===== src/rtl/ddc_pkg.sv =====
`default_nettype none
package ddc_pkg;

    localparam int DATA_W     = 32;
    localparam int CORR_W     = 31;
    localparam int DIV_STEPS  = CORR_W;
    localparam int STEP_CNT_W = $clog2(DIV_STEPS);

    localparam int HISTORY_DEPTH_DEF = 16;

    localparam int CFG_IDX_W  = 2;
    localparam int CFG_DATA_W = 32;
    localparam int STEP_W     = 16;

    localparam logic [CFG_IDX_W-1:0] REG_ZERO_CURRENT = 2'd0;
    localparam logic [CFG_IDX_W-1:0] REG_DECAY_STEP   = 2'd1;

    localparam logic [STEP_W-1:0] DECAY_STEP_RST = 16'd100;
    localparam logic [CORR_W-1:0] MAX31          = {CORR_W{1'b1}};

    localparam logic [DATA_W-1:0] S32_MAX = {1'b0, {(DATA_W-1){1'b1}}};
    localparam logic [DATA_W-1:0] S32_MIN = {1'b1, {(DATA_W-1){1'b0}}};

endpackage
`default_nettype wire


===== src/rtl/ddc_div.sv =====
`default_nettype none
// restoring divider, one quotient bit per cycle
module ddc_div #(
    parameter int DIVISOR_W = 5
) (
    input  wire logic                          clk,
    input  wire logic                          rst_n,
    input  wire logic                          start,
    input  wire logic [ddc_pkg::CORR_W-1:0]    dividend,
    input  wire logic [DIVISOR_W-1:0]          divisor,
    output logic                               done,
    output logic [ddc_pkg::CORR_W-1:0]         quotient
);

    logic                               busy_reg, busy_next;
    logic                               done_reg, done_next;
    logic [ddc_pkg::STEP_CNT_W-1:0]     cnt_reg, cnt_next;
    logic [ddc_pkg::CORR_W-1:0]         quo_reg, quo_next;
    logic [DIVISOR_W-1:0]               rem_reg, rem_next;
    logic [DIVISOR_W-1:0]               dvs_reg, dvs_next;
    logic [DIVISOR_W:0]                 trial;
    logic [DIVISOR_W:0]                 diff;

    assign trial = {rem_reg, quo_reg[ddc_pkg::CORR_W-1]};
    assign diff  = trial - {1'b0, dvs_reg};

    always_comb
    begin
        busy_next = busy_reg;
        done_next = 1'b0;
        cnt_next  = cnt_reg;
        quo_next  = quo_reg;
        rem_next  = rem_reg;
        dvs_next  = dvs_reg;
        if (start)
        begin
            busy_next = 1'b1;
            cnt_next  = '0;
            quo_next  = dividend;
            rem_next  = '0;
            dvs_next  = divisor;
        end
        else if (busy_reg)
        begin
            if (trial >= {1'b0, dvs_reg})
            begin
                rem_next = diff[DIVISOR_W-1:0];
                quo_next = {quo_reg[ddc_pkg::CORR_W-2:0], 1'b1};
            end
            else
            begin
                rem_next = trial[DIVISOR_W-1:0];
                quo_next = {quo_reg[ddc_pkg::CORR_W-2:0], 1'b0};
            end
            cnt_next = cnt_reg + 1'b1;
            if (cnt_reg == ddc_pkg::STEP_CNT_W'(ddc_pkg::DIV_STEPS - 1))
            begin
                busy_next = 1'b0;
                done_next = 1'b1;
            end
        end
    end

    always_ff @(posedge clk or negedge rst_n)
    begin
        if (!rst_n)
        begin
            busy_reg <= 1'b0;
            done_reg <= 1'b0;
            cnt_reg  <= '0;
        end
        else
        begin
            busy_reg <= busy_next;
            done_reg <= done_next;
            cnt_reg  <= cnt_next;
        end
    end

    always_ff @(posedge clk)
    begin
        quo_reg <= quo_next;
        rem_reg <= rem_next;
        dvs_reg <= dvs_next;
    end

    assign done     = done_reg;
    assign quotient = quo_reg;

endmodule
`default_nettype wire


===== src/rtl/ddc_hist.sv =====
`default_nettype none
// excess history ring, valid bit per entry so an unwritten entry reads zero
module ddc_hist #(
    parameter int DEPTH = 16,
    parameter int IDX_W = 4
) (
    input  wire logic                          clk,
    input  wire logic                          rst_n,
    input  wire logic                          wr_en,
    input  wire logic [IDX_W-1:0]              wr_addr,
    input  wire logic [ddc_pkg::CORR_W-1:0]    wr_data,
    input  wire logic                          rd_en,
    input  wire logic [IDX_W-1:0]              rd_addr,
    output logic [ddc_pkg::CORR_W-1:0]         rd_data
);

    logic [ddc_pkg::CORR_W-1:0] mem [DEPTH];
    logic [DEPTH-1:0]           vld_reg;
    logic [ddc_pkg::CORR_W-1:0] data_reg;
    logic                       hit_reg;

    always_ff @(posedge clk)
    begin
        if (wr_en)
        begin
            mem[wr_addr] <= wr_data;
        end
        if (rd_en)
        begin
            data_reg <= mem[rd_addr];
        end
    end

    always_ff @(posedge clk or negedge rst_n)
    begin
        if (!rst_n)
        begin
            vld_reg <= '0;
            hit_reg <= 1'b0;
        end
        else
        begin
            if (wr_en)
            begin
                vld_reg[wr_addr] <= 1'b1;
            end
            if (rd_en)
            begin
                hit_reg <= vld_reg[rd_addr];
            end
        end
    end

    assign rd_data = hit_reg ? data_reg : '0;

endmodule
`default_nettype wire


===== src/rtl/detector_drift_correction.sv =====
`default_nettype none
// channel   dir  handshake           payload
// s_*       in   s_tvalid/s_tready   tdata: sample_current; tuser: warmup_over
// m_*       out  m_tvalid/m_tready   tdata: corrected_current, correction_amount
//                                    tuser: correction_finished
// cfg_*     in   cfg_valid/cfg_ready cfg_index, cfg_data (always ready)
//
// warm-up item: from accept to ready again, the sequencer walks the history entries
//   up to the first zero entry, or all HISTORY_DEPTH entries when no entry is zero;
//   each entry costs one memory read and one check, and each nonzero entry also a
//   pass through the shared restoring divider (31 quotient steps, then done)
// later-phase item: decay on accept, then straight to the output state
// reset clears the history valid bits at once, so no clearing pass is needed
// a finished result sits in the output register while the next item is taken;
//   the sequencer stalls in its last state only if that register is still full
module detector_drift_correction #(
    parameter int HISTORY_DEPTH = ddc_pkg::HISTORY_DEPTH_DEF
) (
    input  wire logic                            clk,
    input  wire logic                            rst_n,
    // input items
    input  wire logic                            s_tvalid,
    output logic                                 s_tready,
    input  wire logic [31:0]                     s_tdata,   // [31:0] sample_current
    input  wire logic                            s_tuser,   // [0] warmup_over
    // result items
    output logic                                 m_tvalid,
    input  wire logic                            m_tready,
    output logic [63:0]                          m_tdata,   // [31:0] corrected_current,
                                                            // [62:32] correction_amount,
                                                            // [63] zero fill
    output logic                                 m_tuser,   // [0] correction_finished
    // register writes
    input  wire logic                            cfg_valid,
    output logic                                 cfg_ready,
    input  wire logic [ddc_pkg::CFG_IDX_W-1:0]   cfg_index,
    input  wire logic [ddc_pkg::CFG_DATA_W-1:0]  cfg_data
);

    localparam int IDX_W  = $clog2(HISTORY_DEPTH);
    localparam int FILL_W = $clog2(HISTORY_DEPTH + 1);
    localparam int DW     = ddc_pkg::DATA_W;
    localparam int CW     = ddc_pkg::CORR_W;

    // sequencer states
    localparam logic [2:0] ST_IDLE = 3'd0;
    localparam logic [2:0] ST_RD   = 3'd1;
    localparam logic [2:0] ST_CHK  = 3'd2;
    localparam logic [2:0] ST_DIV  = 3'd3;
    localparam logic [2:0] ST_OUT  = 3'd4;

    logic [2:0]                 state_reg, state_next;
    logic [DW-1:0]              zero_reg;
    logic [ddc_pkg::STEP_W-1:0] step_reg;
    logic [IDX_W-1:0]           wpos_reg, wpos_next;
    logic [FILL_W-1:0]          fill_reg, fill_next;
    logic [CW-1:0]              corr_reg, corr_next;
    logic [CW-1:0]              sum_reg, sum_next;
    logic [IDX_W-1:0]           idx_reg, idx_next;
    logic [DW-1:0]              sample_reg, sample_next;
    logic                       fin_reg, fin_next;
    logic                       ovld_reg, ovld_next;
    logic [DW-1:0]              ocur_reg, ocur_next;
    logic [CW-1:0]              ocorr_reg, ocorr_next;
    logic                       ofin_reg, ofin_next;

    logic                       accept;
    logic                       out_free;
    logic [DW:0]                excess_diff;
    logic [CW-1:0]              excess;
    logic [DW:0]                sub_diff;
    logic [DW-1:0]              corrected;
    logic [CW:0]                sum_add;
    logic                       hist_wr;
    logic                       hist_rd;
    logic [CW-1:0]              hist_data;
    logic                       div_start;
    logic                       div_done;
    logic [CW-1:0]              div_quo;

    assign s_tready  = (state_reg == ST_IDLE);
    assign accept    = s_tvalid && s_tready;
    assign cfg_ready = 1'b1;
    assign out_free  = !ovld_reg || m_tready;

    // excess over zero point, clamped to [0, 2^31-1]
    assign excess_diff = {s_tdata[DW-1], s_tdata} - {zero_reg[DW-1], zero_reg};
    always_comb
    begin
        if (excess_diff[DW])
            excess = '0;
        else if (excess_diff[DW-1])
            excess = ddc_pkg::MAX31;
        else
            excess = excess_diff[CW-1:0];
    end

    // sample minus correction; only the negative side can overflow
    assign sub_diff = {sample_reg[DW-1], sample_reg} - {2'b00, corr_reg};
    always_comb
    begin
        if (sub_diff[DW] != sub_diff[DW-1])
            corrected = sub_diff[DW] ? ddc_pkg::S32_MIN : ddc_pkg::S32_MAX;
        else
            corrected = sub_diff[DW-1:0];
    end

    assign sum_add = {1'b0, sum_reg} + {1'b0, div_quo};

    assign hist_wr   = accept && !s_tuser;
    assign hist_rd   = (state_reg == ST_RD);
    assign div_start = (state_reg == ST_CHK) && (hist_data != '0);

    always_comb
    begin
        state_next  = state_reg;
        wpos_next   = wpos_reg;
        fill_next   = fill_reg;
        corr_next   = corr_reg;
        sum_next    = sum_reg;
        idx_next    = idx_reg;
        sample_next = sample_reg;
        fin_next    = fin_reg;
        ovld_next   = ovld_reg && !m_tready;
        ocur_next   = ocur_reg;
        ocorr_next  = ocorr_reg;
        ofin_next   = ofin_reg;
        case (state_reg)
            ST_IDLE:
            begin
                if (accept)
                begin
                    sample_next = s_tdata;
                    if (!s_tuser)
                    begin
                        // warm-up: record excess, then rebuild the average
                        if (fill_reg < FILL_W'(HISTORY_DEPTH))
                            fill_next = fill_reg + 1'b1;
                        if (wpos_reg == IDX_W'(HISTORY_DEPTH - 1))
                            wpos_next = '0;
                        else
                            wpos_next = wpos_reg + 1'b1;
                        fin_next   = 1'b0;
                        sum_next   = '0;
                        idx_next   = '0;
                        state_next = ST_RD;
                    end
                    else
                    begin
                        // later phase: decay toward zero
                        fin_next = (corr_reg == '0);
                        if (corr_reg >= CW'(step_reg))
                            corr_next = corr_reg - CW'(step_reg);
                        else
                            corr_next = '0;
                        state_next = ST_OUT;
                    end
                end
            end
            ST_RD:
            begin
                state_next = ST_CHK;
            end
            ST_CHK:
            begin
                // walk stops at the first entry that reads zero
                if (hist_data == '0)
                begin
                    corr_next  = sum_reg;
                    state_next = ST_OUT;
                end
                else
                begin
                    state_next = ST_DIV;
                end
            end
            ST_DIV:
            begin
                if (div_done)
                begin
                    sum_next = sum_add[CW] ? ddc_pkg::MAX31 : sum_add[CW-1:0];
                    if (idx_reg == IDX_W'(HISTORY_DEPTH - 1))
                    begin
                        corr_next  = sum_add[CW] ? ddc_pkg::MAX31 : sum_add[CW-1:0];
                        state_next = ST_OUT;
                    end
                    else
                    begin
                        idx_next   = idx_reg + 1'b1;
                        state_next = ST_RD;
                    end
                end
            end
            ST_OUT:
            begin
                if (out_free)
                begin
                    ovld_next  = 1'b1;
                    ocur_next  = corrected;
                    ocorr_next = corr_reg;
                    ofin_next  = fin_reg;
                    state_next = ST_IDLE;
                end
            end
            default:
            begin
                state_next = ST_IDLE;
            end
        endcase
    end

    always_ff @(posedge clk or negedge rst_n)
    begin
        if (!rst_n)
        begin
            state_reg <= ST_IDLE;
            zero_reg  <= '0;
            step_reg  <= ddc_pkg::DECAY_STEP_RST;
            wpos_reg  <= '0;
            fill_reg  <= '0;
            corr_reg  <= '0;
            ovld_reg  <= 1'b0;
        end
        else
        begin
            state_reg <= state_next;
            wpos_reg  <= wpos_next;
            fill_reg  <= fill_next;
            corr_reg  <= corr_next;
            ovld_reg  <= ovld_next;
            if (cfg_valid && cfg_ready)
            begin
                case (cfg_index)
                    ddc_pkg::REG_ZERO_CURRENT: zero_reg <= cfg_data;
                    ddc_pkg::REG_DECAY_STEP:   step_reg <= cfg_data[ddc_pkg::STEP_W-1:0];
                    default:                   ;
                endcase
            end
        end
    end

    always_ff @(posedge clk)
    begin
        sum_reg    <= sum_next;
        idx_reg    <= idx_next;
        sample_reg <= sample_next;
        fin_reg    <= fin_next;
        ocur_reg   <= ocur_next;
        ocorr_reg  <= ocorr_next;
        ofin_reg   <= ofin_next;
    end

    ddc_hist #(
        .DEPTH (HISTORY_DEPTH),
        .IDX_W (IDX_W)
    ) u_hist (
        .clk     (clk),
        .rst_n   (rst_n),
        .wr_en   (hist_wr),
        .wr_addr (wpos_reg),
        .wr_data (excess),
        .rd_en   (hist_rd),
        .rd_addr (idx_reg),
        .rd_data (hist_data)
    );

    // shared divider: entry / fill count
    ddc_div #(
        .DIVISOR_W (FILL_W)
    ) u_div (
        .clk      (clk),
        .rst_n    (rst_n),
        .start    (div_start),
        .dividend (hist_data),
        .divisor  (fill_reg),
        .done     (div_done),
        .quotient (div_quo)
    );

    assign m_tvalid = ovld_reg;
    assign m_tdata  = {1'b0, ocorr_reg, ocur_reg};
    assign m_tuser  = ofin_reg;

endmodule
`default_nettype wire

===== config.mk =====
export PLATFORM = sky130hd
export DESIGN_NAME = detector_drift_correction
export DESIGN_NICKNAME = d
export VERILOG_FILES = /design/src/rtl/ddc_pkg.sv /design/src/rtl/ddc_div.sv /design/src/rtl/ddc_hist.sv /design/src/rtl/detector_drift_correction.sv
export SDC_FILE = /design/constraint.sdc
export NUM_CORES = 1
export LEC_CHECK = 0
export BUFFER_PORTS_ARGS = -buffer_cell sky130_fd_sc_hd__buf_4
export CAP_MARGIN = 20
export CELL_PAD_IN_SITES_DETAIL_PLACEMENT = 1
export CELL_PAD_IN_SITES_GLOBAL_PLACEMENT = 1
export CORE_UTILIZATION = 48
export CTS_BUF_LIST = sky130_fd_sc_hd__clkbuf_8 sky130_fd_sc_hd__clkbuf_16
export DETAILED_ROUTE_END_ITERATION = 6
export HOLD_SLACK_MARGIN = 0.08
export PLACE_DENSITY_LB_ADDON = 0.1
export SYNTH_ARGS = -nofsm -noshare
export SYNTH_HDL_FRONTEND = slang
export SYNTH_HIERARCHICAL = 1
export SYNTH_SLANG_ARGS = --single-unit
export TNS_END_PERCENT = 30

===== constraint.sdc =====
create_clock -name clk -period 4.41 [get_ports clk]
set_input_delay 0.2205 -clock clk [delete_from_list [all_inputs] [get_ports clk]]
set_output_delay 0.2205 -clock clk [all_outputs]
set_load 0.005 [all_outputs]

==> flow_summary.toml, run 1 <==
[outcome]
status = "complete, no violations"

[clocking]
post_cts_buffers = 0
clkSinkCount = 816
clock_latency_ns = 0.66
ctsRootBufferMaster = "clkbuf_16"
cts_tree = "done"
htree_num_levels = 3
numCtsBuffers = 89
cts_buffer_depth = 3
path_clk_slew_ns = 0.07

[yosys]
synth_fp_nets = 2738
syn-cell-area_sq_um = 38160
yosys.area.top_type = "edfxtp_1"
synthFlopType = "edfxtp_1"
yosys_warnings = 6
synth-edff-count = 695
ys_ff_latch = 816
synth.area.top_cells = "edfxtp_1, dfrtp_1, mux4_1"
yosysTopAreaCellShare_pct = 54.68
postSynthCellCount = 2541
ys_seq_area_share_pct = 62.56
ys_types = 90
ys_async_sr_fraction_pct = 14.22
avgSynthCellArea_sq_um = 15.02

[grt]
gr-usage-all-layers_pct = 27.14
antenna_found_initial = 1
grt_pass1_wl_microns = 162800
overflow = 0
grt_pass1_vias = 24710
grt_max_degree = 129

[timing]
setup_tns_ns = 0
final_max_slew_viol_count = 0
fmax_mhz = 243.5
slew_headroom_pct = 26.82
worstMarginPinSlew_ns = 1.098
skew_ns = 0.03357
rsz0062_at_grt = "false"
hold_viol = 0
fin_crit_sh_pct = 93.12
finalCriticalPeriod_ns = 4.107
setup_viol = 0

[floorplanning]
die_area_sq_um = 80640
initial_core_util_pct = 48.39
fp-row-count = 103
dieHeight_microns = 284.0
io_pins = 140
core_sq_um = 78870
die_w_microns = 284.0

[worst_setup_path]
required_ns = 4.70
critPathLaunchType = "flip-flop"
endpoint_kind = "flip-flop"
crit_type = "reg2reg"
cp_max_fo = 16
worstPathArrival_ns = 4.40
ff2ff_setup_slack_ns = 0.30

[pwr]
ir_worst_vdd_mv = 0.4309
power_density_nw_per_um2 = 668.9
p_leak_nw = 16.32

[placement]
gp_congestion = 0.9242
port-buffer-count = 137
place.detailed.hpwl_microns = 70890
placed_cells = 3685

[routing]
drt-total-wl_microns = 108800
vias_per_cell = 5.995
route.vias.total = 23540
ant_nets = 0
drc = 0
drtIter0Drc = 1791
wl_per_cell_microns = 27.70
dr.pass1.iters = 5

[cells_and_area]
drive_gt1_share_pct = 18.87
n_antenna_cell = 0
final_cell_count_no_fill = 3927
largest_reg_flops = 496
mostFrequentLayoutCells = "edfxtp_1, buf_4, a21oi_1"
syn_to_final_growth_pct = 15.95
nFillCells = 7501
nets = 3000
final_common_cell = "edfxtp_1"
regMostFlops = "u_hist/mem"

[run]
maxCapViolCount = 0

[min_path]
hp-class = "in2async"
-- repair_timing --
item / CTS / global route
endpoints found under the hold margin: 201 / 0
hold buffers: 68 / 0
resized for setup: 0 / 1
setup endpoints to repair: 0 / 16
-- power by group --
part           total, mW  leakage [nW]  internal, mW  switching (mW)
combinational       10.8          7.06          4.14            6.62
clock               7.28          1.47          4.13            3.15
sequential          11.6          7.79          10.7           0.869
-- worst paths after layout --
kind	from	to	depth (start not counted)
setup / recovery	zero_reg[2]	u_hist/mem[6][21]	12
hold / removal	rst_n	zero_reg[20]	3
setup reg to reg	zero_reg[2]	u_hist/mem[6][21]	12
hold reg to reg	fin_reg	m_tuser	0
max in group asynchronous	rst_n	u_hist/hit_reg	3
min in group clk	cfg_index[0]	zero_reg[1]	5
-- final cells by class --
cell class,instances,area (sq um),area share (%)
Sequential cell,816,23880,53.96
Multi-Input combinational cell,1494,13210,29.86
Timing Repair Buffer,280,2497,5.644
Clock buffer,92,2280,5.152
Tap cell,1050,1314,2.969
Clock inverter,73,611.8,1.383
Inverter,122,457.9,1.035
-- cell families after synthesis --
logic type / count (synthesis) / share of synthesized area (%)
xor+xnor: 108 / 2.479
compound gates: 558 / 9.350
simple gates: 482 / 6.272
mux: 219 / 11.91
buf+inv: 231 / 3.210
other cells: 2 / 0.01968
fa+ha+maj: 125 / 4.196
flops: 816 / 62.56
-- per-stage QoR --
| stage | hold WS, ns | setup slack, ns | total power, mW | area, sq um | utilization (%) |
|---|---|---|---|---|---|
| 3_5_place_dp | 0.3911 | 0.1989 | 22.26 | 40610 | 51.48 |
| 4_1_cts | 0.2427 | 0.1588 | 29.63 | 44180 | 56.01 |
| 2_1_floorplan | -0.07509 | 0.1626 | 18.40 | 38170 | - |
| 6_report | 0.1566 | 0.3035 | 29.60 | 44250 | 56.10 |
| 5_1_grt | 0.2278 | 0.01917 | 31.05 | 44250 | 56.10 |
| 3_3_place_gp | 0.3733 | 0.3856 | 21.84 | 40610 | 51.48 |
-- critical path: stages, from the launching register on --
cell and delay (ns):
dfrtp_1 0.32, inv_1 0.05, ha_1 0.37, o211ai_1 0.14, a21oi_2 0.21, o211ai_1 0.19, a2111oi_0 0.40, or3_1 0.25
nor4_1 0.07, or3_1 0.42, xor2_2 0.26, buf_4 0.23, a21oi_1 0.83
-- metal layers --
metal | global-route usage, % | up-vias | share of wire, %
met3 | 3.344 | 147 | 4.5
met2 | 45.90 | 620 | 50
met4 | 7.755 | 2 | 2.8
met1 | 37.00 | 12300 | 43
met5 | 0 | - | 0.012
li1 | - | 10480 | -
-- synthesized netlist by cell type, drive strengths merged (15+ instances only) --
cell type,n
a211oi,18
a21o,49
a21oi,184
a221oi,22
a31oi,15
and2,36
buf,45
clkbuf,64
dfrtp,113
edfxtp,695
ha,120
inv,122
mux2,54
mux4,159
nand2,141
nand2b,17
nand3,32
nand4,25
nor2,108
nor2b,18
nor3,31
o211ai,15
o21ai,139
o21bai,20
or2,21
xnor2,62
xor2,46
(Power assumes the default switching activity.)
==> run 2: changes to the inputs <==
--- a/config.mk
+++ b/config.mk
@@ -5,11 +5,12 @@
 export SDC_FILE = /design/constraint.sdc
 export NUM_CORES = 1
 export LEC_CHECK = 0
+export ABC_AREA = 1
 export BUFFER_PORTS_ARGS = -buffer_cell sky130_fd_sc_hd__buf_4
 export CAP_MARGIN = 20
 export CELL_PAD_IN_SITES_DETAIL_PLACEMENT = 1
 export CELL_PAD_IN_SITES_GLOBAL_PLACEMENT = 1
-export CORE_UTILIZATION = 48
+export CORE_UTILIZATION = 44
 export CTS_BUF_LIST = sky130_fd_sc_hd__clkbuf_8 sky130_fd_sc_hd__clkbuf_16
 export DETAILED_ROUTE_END_ITERATION = 6
 export HOLD_SLACK_MARGIN = 0.08
==> flow_summary.toml, run 2 <==
[clocking]
ctsRootBufferMaster = "clkbuf_16"
post_cts_buffers = 0
clock_latency_ns = 0.67
numCtsBuffers = 89
clkSinkCount = 816
cts_tree = "done"
ctsResizeCount = 0
cts_buffer_depth = 3
htree_num_levels = 3
cts_hold_buf = 69
path_clk_slew_ns = 0.06

[routing]
ant_nets = 0
vias_per_cell = 5.370
drc = 0
route.vias.total = 31730
drt-total-wl_microns = 132900
drtIter0Drc = 2159
dr.pass1.iters = 5
wl_per_cell_microns = 22.50

[cells_and_area]
final_common_cell = "nand2_1"
largest_reg_flops = 496
regArea_sq_um = 23880
nets = 4787
drive_gt1_share_pct = 9.352
multi_input_area_sq_um = 14620
mostFrequentLayoutCells = "nand2_1, edfxtp_1, nor2_1"
nFillCells = 10440
syn_to_final_growth_pct = 15.13
regMostFlops = "u_hist/mem"

[floorplanning]
initial_core_util_pct = 44.56
die_w_microns = 307.4
core_sq_um = 92080
fp-row-count = 111
die_area_sq_um = 94470
dieHeight_microns = 307.4
io_pins = 140

[worst_setup_path]
cpPeakStageDelay_ns = 0.47
critPathLaunchType = "flip-flop"
cp.depth = 16
required_ns = 4.83
worstPathArrival_ns = 3.89
reg2reg_from = "zero_reg[0]"
cp_max_fo = 17
worst_path_max_delay_cell = "fa_1"
cp_num_buf_inv = 3
cpMostUsedCell = "nand2_1"
crit_type = "reg2reg"
startpoint = "zero_reg[0]"
r2r_cells = 16
critPathTopFamily = "simple AND/OR/NAND/NOR gates"
endpoint_kind = "flip-flop"
crit_path_cell_trace = "ha_1 -> inv_1 -> fa_1 -> nand3_1 -> nand2_1 -> nand2_1 -> nand2_1 -> nand2_1 -> nand2_1 -> nand3_1 -> nand2_1 -> nand2_1 -> nand2_2 -> inv_2 -> o21ai_0 -> inv_1"

[placement]
gp_congestion = 0.9414
port-buffer-count = 137
dp_slack_ns = 0.8920
place.detailed.hpwl_microns = 92270

[yosys]
yosys.area.top_type = "edfxtp_1"
yosys_warnings = 6
synthFlopType = "edfxtp_1"
ys_seq_area_share_pct = 58.19
synth-edff-count = 695
synth.top_cells.by_count = "nand2_1, edfxtp_1, nor2_1, inv_1, o21ai_0"
ys_types = 56
postSynthCellCount = 4375
post-synth-top-count-cell = "nand2_1"
syn-cell-area_sq_um = 41030
ys_async_sr_fraction_pct = 14.22
synth.area.top_cells = "edfxtp_1, nand2_1, dfrtp_1"
synth_fp_nets = 4572
avgSynthCellArea_sq_um = 9.378
ys_ff_latch = 816
yosysTopAreaCellShare_pct = 50.87

[timing]
fin_crit_sh_pct = 78.82
slew_headroom_pct = 27.21
final_max_slew_viol_count = 0
setup_tns_ns = 0
hold_viol = 0
final.setup.worst_slack_ns = 0.9340
rsz0062_at_grt = "false"
fmax_mhz = 287.7
setup_viol = 0
skew_ns = 0.03781
worstMarginPinSlew_ns = 1.089
finalCriticalPeriod_ns = 3.476
timing.hold.ws_ns = 0.1042

[min_path]
hp-class = "in2reg"
hold_depth = 3
hp-start = "cfg_valid"

[grt]
grt_max_degree = 145
overflow = 0
antenna_found_initial = 5
gr-usage-all-layers_pct = 28.36
grt_pass1_wl_microns = 200900
grt_pass1_vias = 32770

[run]
maxCapViolCount = 0

[pwr]
p_leak_nw = 19.88
power_density_nw_per_um2 = 704.7
ir_worst_vdd_mv = 0.4600

[outcome]
status = "complete, no violations"
run 2: cell count changes after synthesis, moves of 80 or more:
| cell | before | now |
|---|---|---|
| o21ai_1 | 21 | 110 |
| nand2_1 | 140 | 976 |
| o21ai_0 | 118 | 243 |
| mux4_2 | 80 | 0 |
| inv_1 | 122 | 499 |
| nand3_1 | 31 | 241 |
| nor2_1 | 108 | 638 |
| o211ai_1 | 14 | 126 |
run 2: routing by layer:
layer	track usage (%)	part of all wire [%]	vias up	routed length, microns
li1	-	-	15090	-
met1	36.48	43	15770	57170
met2	50.20	50	660	66740
met3	2.966	3.7	208	4922
met4	8.654	3.1	2	4084
met5	0	0.014	-	18
run 2: final timing paths:
check	end	slack [ns]
max	u_hist/mem[6][3]	0.93
max reg2reg	u_hist/mem[6][3]	0.93
max in group asynchronous	corr_reg[23]	2.99
min	step_reg[3]	0.10
min in group asynchronous	zero_reg[5]	0.53
min reg2reg	m_tuser	0.43
run 2: per-stage QoR:
| step | cell area (sq um) | utilization (%) | instances | power [mW] |
|---|---|---|---|---|
| 2_1_floorplan | 41030 | - | 4375 | 20.99 |
| 3_3_place_gp | 43600 | 47.35 | 5667 | 25.84 |
| 3_5_place_dp | 43600 | 47.35 | 5667 | 26.13 |
| 4_1_cts | 47170 | 51.23 | 5899 | 33.48 |
| 5_1_grt | 47240 | 51.30 | 5908 | 35.43 |
| 6_report | 47240 | 51.30 | 5909 | 33.29 |
run 2: cell type report:
cell class | instances | share of cell area [%]
diodes | 4 | 0.02119
clock buffers | 102 | 5.165
clock inverters | 61 | 0.8979
inverters | 510 | 4.068
multi-input cells | 2898 | 30.94
flip-flops and latches | 816 | 50.54
well taps | 1243 | 3.292
repair buffers | 275 | 5.072
run 2: power by group:
| group | switching (mW) | internal (mW) |
|---|---|---|
| logic | 10.2 | 4.31 |
| clock network | 3.10 | 4.08 |
| registers | 1.02 | 10.6 |
| total | 14.3 | 19.0 |
run 2: tightest hold or removal path: stages:
cell and delay [ns]:
buf_4 0.12, nand3b_1 0.25, o21ai_0 0.12
run 2: cell families after synthesis:
group	count (synthesis)	synth area share [%]
xor gates and xnor gates	75	1.601
buffers and inverters	661	6.590
and+or+nand+nor	1990	19.91
adders and majority gates	125	3.903
DFF	816	58.19
other	2	0.01830
muxes	1	0.02744
AOI/OAI and AO/OA	705	9.759
